[src/hw/rtl/ldc_pkg.sv]
// shared types and constants for the lens undistortion coordinate map
`default_nettype none

package ldc_pkg;

    // frame size in pixels
    localparam int FRAME_COLS = 752;
    localparam int FRAME_ROWS = 480;

    // field widths
    localparam int PIX_W  = 11;
    localparam int Q12_W  = 24;
    localparam int COEF_W = 32;
    localparam int CFG_IDX_W = 3;
    localparam int NORM_W = 26;    // normalized coordinate, q.24 in [-2, 2)

    // divider: one quotient bit per stage
    localparam int DIV_STEPS = NORM_W;
    localparam int DIV_LAT   = DIV_STEPS + 2;
    localparam int POLY_LAT  = 11;
    localparam int TOTAL_LAT = DIV_LAT + POLY_LAT;

    // configuration register indexes
    typedef enum logic [CFG_IDX_W-1:0] {
        CFG_FOCAL_X = 3'd0,
        CFG_FOCAL_Y = 3'd1,
        CFG_CENTER_X = 3'd2,
        CFG_CENTER_Y = 3'd3,
        CFG_RADIAL_K1 = 3'd4,
        CFG_RADIAL_K2 = 3'd5,
        CFG_TANG_P1 = 3'd6,
        CFG_TANG_P2 = 3'd7
    } t_cfg_idx;

    // reset values
    localparam logic [Q12_W-1:0] RST_FOCAL_X  = 24'd1878647;
    localparam logic [Q12_W-1:0] RST_FOCAL_Y  = 24'd1873084;
    localparam logic [Q12_W-1:0] RST_CENTER_X = 24'd1504113;
    localparam logic [Q12_W-1:0] RST_CENTER_Y = 24'd1017344;
    localparam logic signed [COEF_W-1:0] RST_K1 = -32'sd304307141;
    localparam logic signed [COEF_W-1:0] RST_K2 = 32'sd79412947;
    localparam logic signed [COEF_W-1:0] RST_P1 = 32'sd207865;
    localparam logic signed [COEF_W-1:0] RST_P2 = 32'sd18918;

    // live configuration handed to the datapath
    typedef struct packed {
        logic [Q12_W-1:0]         focal_x;
        logic [Q12_W-1:0]         focal_y;
        logic [Q12_W-1:0]         center_x;
        logic [Q12_W-1:0]         center_y;
        logic signed [COEF_W-1:0] k1;
        logic signed [COEF_W-1:0] k2;
        logic signed [COEF_W-1:0] p1;
        logic signed [COEF_W-1:0] p2;
    } t_cfg;

endpackage

`default_nettype wire

[src/hw/rtl/ldc_div.sv]
// pipelined restoring divider: (pix*4096 - center) * 2^24 / focal, saturated
`default_nettype none

module ldc_div (
    input  wire logic                              i_clk,
    input  wire logic                              i_en,
    input  wire logic [ldc_pkg::PIX_W-1:0]         i_pix,
    input  wire logic [ldc_pkg::Q12_W-1:0]         i_center,
    input  wire logic [ldc_pkg::Q12_W-1:0]         i_focal,
    output logic signed [ldc_pkg::NORM_W-1:0]      o_q
);
    import ldc_pkg::*;

    logic [Q12_W-1:0] fz;
    logic signed [Q12_W:0] d;
    logic [Q12_W:0] mag;

    logic [Q12_W-1:0]     r_rem [DIV_STEPS+1];
    logic [NORM_W-1:0]    r_q   [DIV_STEPS+1];
    logic [1:0]           r_lo  [DIV_STEPS+1];
    logic                 r_neg [DIV_STEPS+1];
    logic                 r_ovf [DIV_STEPS+1];

    // zero focal length divides as one lsb
    assign fz  = (i_focal == '0) ? Q12_W'(1) : i_focal;
    assign d   = $signed({2'b00, i_pix, 12'b0}) - $signed({1'b0, i_center});
    assign mag = d[Q12_W] ? (Q12_W+1)'(-d) : d;

    // front: sign, magnitude, quotient overflow when |d| >= 4*focal
    always_ff @(posedge i_clk) begin
        if (i_en) begin
            r_rem[0] <= Q12_W'(mag >> 2);
            r_lo[0]  <= mag[1:0];
            r_q[0]   <= '0;
            r_neg[0] <= d[Q12_W];
            r_ovf[0] <= ({1'b0, mag} >= {fz, 2'b00});
        end
    end

    for (genvar k = 0; k < DIV_STEPS; k++) begin : g_step
        localparam int J = DIV_STEPS - 1 - k;
        logic         nbit;
        logic [Q12_W:0] sh;
        logic         take;

        always_comb begin
            if (J == DIV_STEPS - 1) begin
                nbit = r_lo[k][1];
            end else if (J == DIV_STEPS - 2) begin
                nbit = r_lo[k][0];
            end else begin
                nbit = 1'b0;
            end
            sh   = {r_rem[k], nbit};
            take = (sh >= {1'b0, fz});
        end

        always_ff @(posedge i_clk) begin
            if (i_en) begin
                r_rem[k+1] <= take ? Q12_W'(sh - {1'b0, fz}) : Q12_W'(sh);
                r_q[k+1]   <= {r_q[k][NORM_W-2:0], take};
                r_lo[k+1]  <= r_lo[k];
                r_neg[k+1] <= r_neg[k];
                r_ovf[k+1] <= r_ovf[k];
            end
        end
    end

    // saturate to [-2^25, 2^25-1], truncation toward zero
    logic [NORM_W-1:0] qm;
    logic signed [NORM_W-1:0] n_q;
    assign qm = r_q[DIV_STEPS];

    always_comb begin
        if (!r_neg[DIV_STEPS]) begin
            if (r_ovf[DIV_STEPS] || qm[NORM_W-1]) begin
                n_q = {1'b0, {(NORM_W-1){1'b1}}};
            end else begin
                n_q = $signed(qm);
            end
        end else begin
            if (r_ovf[DIV_STEPS] || (qm > {1'b1, {(NORM_W-1){1'b0}}})) begin
                n_q = {1'b1, {(NORM_W-1){1'b0}}};
            end else begin
                n_q = $signed(NORM_W'(-qm));
            end
        end
    end

    always_ff @(posedge i_clk) begin
        if (i_en) begin
            o_q <= n_q;
        end
    end

endmodule

`default_nettype wire

[config.mk]
export PLATFORM = sky130hd
export DESIGN_NAME = ldc_div
export DESIGN_NICKNAME = d
export VERILOG_FILES = /design/src/hw/rtl/ldc_pkg.sv /design/src/hw/rtl/ldc_div.sv
export SDC_FILE = /design/constraint.sdc
export NUM_CORES = 2
export LEC_CHECK = 0
export BUFFER_PORTS_ARGS = -buffer_cell sky130_fd_sc_hd__buf_2
export CORE_AREA = 8 8 421 423
export CTS_CLUSTER_SIZE = 24
export DETAILED_ROUTE_END_ITERATION = 6
export DIE_AREA = 0 0 429 431
export SLEW_MARGIN = 20
export SYNTH_ARGS = -nofsm -noshare
export SYNTH_HDL_FRONTEND = slang
export SYNTH_SLANG_ARGS = --single-unit
export TNS_END_PERCENT = 50
[constraint.sdc]
create_clock -name i_clk -period 9.3 [get_ports i_clk]
set_input_delay 1.86 -clock i_clk [delete_from_list [all_inputs] [get_ports i_clk]]
set_output_delay 1.86 -clock i_clk [all_outputs]
set_load 0.05 [all_outputs]
# Yosys cells after proc, flatten, opt, wreduce, memory -nomap -nowiden
# Memories as Yosys holds them, arrays and structs flattened.
# Cells that the tools add are included.
[word_totals]
memories = 5
ram_bits = 1458
inputBits = 61
out_inout_bits = 26
word_cells = 99
reg_bits = 26
[classes]
n_reduce_logical = 3
n_addsub = 29
n_lt_le_gt_ge = 28
n_mux = 33
[mem_list]
columns = ["memory", "depth", "width", "rd", "rd_clocked_by_memory_dff", "write_ports", "line", "text"]
rows = [
  ["r_q", 27, 26, 27, 0, 27, "ldc_div.sv:19", "logic [NORM_W-1:0] r_q [DIV_STEPS+1];"],
  ["r_rem", 27, 24, 26, 0, 27, "ldc_div.sv:18", "logic [Q12_W-1:0] r_rem [DIV_STEPS+1];"],
  ["r_lo", 27, 2, 26, 0, 27, "ldc_div.sv:20", "logic [1:0] r_lo [DIV_STEPS+1];"],
  ["r_neg", 27, 1, 27, 0, 27, "ldc_div.sv:21", "logic r_neg [DIV_STEPS+1];"],
  ["r_ovf", 27, 1, 27, 0, 27, "ldc_div.sv:22", "logic r_ovf [DIV_STEPS+1];"],
]
[ops]
columns = ["operator", "n"]
rows = [
  ["$ge 25x24->1", 26],
  ["$mux 24", 27],
  ["$sub 24x24->24", 26],
  ["$mux 26", 3],
  ["$ge 25x26->1", 1],
  ["$gt 26x26->1 const B", 1],
  ["$neg 26->26", 1],
  ["$mux 25", 1],
  ["$neg 25->25", 1],
  ["$sub 23x24->25", 1],
  ["$logic_not 24->1", 1],
  ["$logic_or 1x1->1", 2],
  ["$mux 1", 2],
]

# Longest topological paths before layout
# An unclocked memory read counts as a cell.
[depth]
word_depth = 5
ltp_mapped = 26
mapped_depth_nobuf = 24

# Worst setup path after synthesis
# No wires, ideal clock.
[synth_path]
kind = "input to register"
from = "in i_focal[0] (netlist name)"
to = "mem r_rem[5][22] (netlist: r_rem[1][46]), data pin"
t_required_ns = 9.040
path_buffers = 4
setup_slack_ns = 1.889
arrival_ns = 7.151
stages = 19
setup_time_ns = 0.260
path_cell_list = "buf_2 nor4_2 nand2_1 o31ai_4 inv_2 buf_2 buf_1 buf_1 fa_1 a21oi_1 o211ai_1 or3b_2 a21o_1 a311o_1 and3_1 o31a_1 o21ai_0 xor2_1 mux2_2"
[synth_rtl]
columns = ["element", "line", "text"]
rows = [
  ["start, declared", "ldc_div.sv:9", "input wire logic [ldc_pkg::Q12_W-1:0] i_focal,"],
  ["end, declared", "ldc_div.sv:18", ""],
]

==> out/results.tsv <==
metric	value	unit
status	finished, final reports clean	
routedWlPerCell	20.0	µm
worstReg2RegStart	r_q[6][62]$_DFFE_PP_	
synth_area_leaders	edfxtp_1, ha_1, mux2_2, xnor2_1, a21oi_1	
syn_area	69500	µm²
gp_congestion	0.903	
area_growth	10.8	%
num_vias	49865	
synth_cell_types	91	
reg2reg_to	o_q[25]$_DFFE_PP_	
dp_cells	8557	
setup_viol	0	
hpwl	125	mm
n_antenna_cell	0	
final_core_util	0.451	
cts_sinks	1057	
io_buffers	86	
synth_fp_nets	7037	
relSlewSlack	0.330	
hold_depth	0	
ctsResizeCount	0	
hold_buffers	0	
cp.arrival	7430	ps
ioPinCount	87	
drt_iter0_drc	4160	
track_usage	0.182	
cts_tree	done	
post-route-min-period	6840	ps
finalMaxSlewViolations	0	
wl	176	mm
postCtsSetupRepairBufs	0	
finClkSkew	52.8	ps
path_clk_slew	60	ps
critPathMaxFanout	18	
cts_buffers	121	
fp.dieW	429	µm
cp_data_required_time	9890	ps
die_area	185000	µm²
endpoint_kind	flip-flop	
yosysSeqAreaShare	0.457	
antenna_found_initial	5	
ys_ff_latch	1057	
cap_violations	0	
final_antenna_net_count	0	
initial_core_util	0.407	
grt_pass1_vias	47590	
setup_tns	0	ps
synth_top_cell_area_share	0.457	
post_drt_via_cell_ratio	5.68	
synth-main-ff-cell	edfxtp_1	
synth_area_leader_cell	edfxtp_1	
hold_viol_final	0	
ys_async_sr_fraction	0	
cts_max_level	3	
root_buffer	clkbuf_16	
drc	0	
path_class	primary input to flip-flop	
synth_edf_count	1057	
ir_drop	207	µV
tightest_slew	1000	ps
hold_ws	400	ps
synth_cells	6292	
worstRegToRegCells	10	
core_area	171000	µm²
min_from	r_q[1][29]$_DFFE_PP_	
synth.avg_cell_area	11.0	µm²
nets	7192	
critPathLaunchType	primary input	
hold_end	r_q[1][56]$_DFFE_PP_	
clockBufferDepth	3	
yosysWarnings	0	
pwr_density_cell	364	nW/µm²
dr.pass1.iters	6	
rsz0062_at_grt	false	
grt_pass1_wl	272	mm
reg2reg_slack	5120	ps
hp-class	flip-flop to flip-flop	
final_cells	8779	
fmax	146	MHz
clk_latency	780	ps
row_count	152	
grt_max_degree	160	
drive_gt1_frac	0.118	
chipHeight	431	µm
gr-total-overflow	0	
cellLeakagePower	30.1	nW
min_period_over_period	0.735	
synth_stat cells (20+ instances only):
cell type / n
xor2_1: 199
o21bai_1: 76
o21a_1: 77
or3_1: 26
a31oi_1: 74
or2_2: 26
o31ai_1: 28
edfxtp_1: 1057
a21o_1: 264
inv_1: 209
nand4_1: 66
and2_1: 36
nor3_1: 106
a21boi_0: 20
buf_2: 23
and4_1: 24
a211o_1: 32
clkbuf_1: 93
fa_1: 25
nor4_1: 22
a21oi_1: 567
nor2b_1: 66
o311ai_0: 28
mux2_1: 24
nand2b_1: 58
mux2_2: 330
a31o_2: 21
o21ai_0: 350
nor2_1: 399
o211ai_1: 26
nand3_1: 120
a211oi_1: 53
xnor2_1: 343
and3_1: 54
a2111oi_0: 24
ha_1: 659
nand2_1: 415
worst max path at each step:
stage / from / end / slack (ps) / cells after the start
5_1_grt: i_center[0] / r_ovf[0][0]$_DFFE_PP_ / 1900 / 25
4_1_cts: i_center[0] / r_ovf[0][0]$_DFFE_PP_ / 2540 / 25
2_1_floorplan: i_focal[0] / r_rem[1][46]$_DFFE_PP_ / 1890 / 19
3_5_place_dp: i_center[0] / r_ovf[0][0]$_DFFE_PP_ / 1760 / 25
3_3_place_gp: i_center[0] / r_ovf[0][0]$_DFFE_PP_ / 1840 / 25
6_report: i_center[0] / r_ovf[0][0]$_DFFE_PP_ / 2460 / 25
metal layers:
| metal | part of all wire | track usage |
|---|---|---|
| met1 | 0.47 | 0.260 |
| met2 | 0.45 | 0.290 |
| met3 | 0.051 | 0.0264 |
| met4 | 0.028 | 0.0512 |
| met5 | 0 | 0 |
report_power, final:
part | internal, mW | switching [mW]
sequential | 7.80 | 1.01
combinational | 6.61 | 7.69
clock | 2.85 | 2.04
total | 17.3 | 10.7
state kept, by name, indices dropped and copies added (netlist names):
register,count
r_rem,623
r_q,351
r_ovf,27
r_neg,27
r_lo,3
o_q,26
metrics by stage:
step / power [mW] / worst slack (ps) / instance area (µm²)
floorplan: 19.7 / 1890 / 69500
global placement: 22.8 / 1840 / 72900
detailed placement: 23.0 / 1760 / 72900
CTS: 28.1 / 2540 / 77000
global route: 30.1 / 1900 / 77000
finish: 28.0 / 2460 / 77000
cells in the final DEF, fill, tap and decap left out, types with 22 or more instances in the layout:
cell / netlist / layout
a2111oi_0: 24 / 24
a211o_1: 32 / 32
a211oi_1: 53 / 53
a21o_1: 264 / 263
a21oi_1: 567 / 564
a31oi_1: 74 / 73
and2_1: 36 / 36
and3_1: 54 / 54
and4_1: 24 / 24
buf_2: 23 / 85
buf_4: 4 / 70
clkbuf_16: 0 / 122
clkinv_1: 0 / 31
clkinv_2: 0 / 24
edfxtp_1: 1057 / 1057
fa_1: 25 / 25
ha_1: 659 / 659
inv_1: 209 / 186
mux2_1: 24 / 24
mux2_2: 330 / 330
nand2_1: 415 / 414
nand2b_1: 58 / 58
nand3_1: 120 / 120
nand4_1: 66 / 66
nor2_1: 399 / 399
nor2b_1: 66 / 66
nor3_1: 106 / 106
nor4_1: 22 / 22
o211ai_1: 26 / 26
o21a_1: 77 / 76
o21ai_0: 350 / 349
o21bai_1: 76 / 76
o311ai_0: 28 / 28
o31ai_1: 28 / 26
or2_2: 26 / 26
or3_1: 26 / 26
xnor2_1: 343 / 343
xor2_1: 199 / 199
critical path, cell delays in order:
cell and delay, ps:
buf_2 150, inv_1 70, ha_1 290, or4b_2 730
nor4_1 530, o221ai_1 260, a31oi_1 240, o21a_1 160
o21a_1 140, o21ba_2 370, inv_1 320, o21ai_0 160
a221oi_1 110, xnor2_1 170, ha_1 320, and4_1 220
nand3_1 100, nor3_1 230, nand4_1 150, a21boi_0 180
o21ai_0 80, o311ai_0 160, a21o_1 200, a21oi_1 60
o22ai_1 170
logic make-up (layout without fill, tap and decap cells):
| group | after synthesis | after routing | share of synthesized area |
|---|---|---|---|
| AO/OA/AOI/OAI | 1813 | 1813 | 0.167 |
| AND/OR/NAND/NOR | 1493 | 1493 | 0.104 |
| flip-flops | 1057 | 1057 | 0.457 |
| adder cells (fa/ha/maj) | 684 | 684 | 0.126 |
| XOR/XNOR | 542 | 542 | 0.0683 |
| multiplexers | 364 | 364 | 0.0588 |
| buffers and inverters | 339 | 593 | 0.0189 |
layout make-up:
class,count,area [µm²]
Fill cell,15557,93600
Multi-Input combinational cell,4896,36500
Sequential cell,1057,31700
Clock buffer,138,3110
Tap cell,2233,2790
Timing Repair Buffer,161,1070
Clock inverter,84,967
Inverter,210,791
Power figures use the tool's default switching activity.
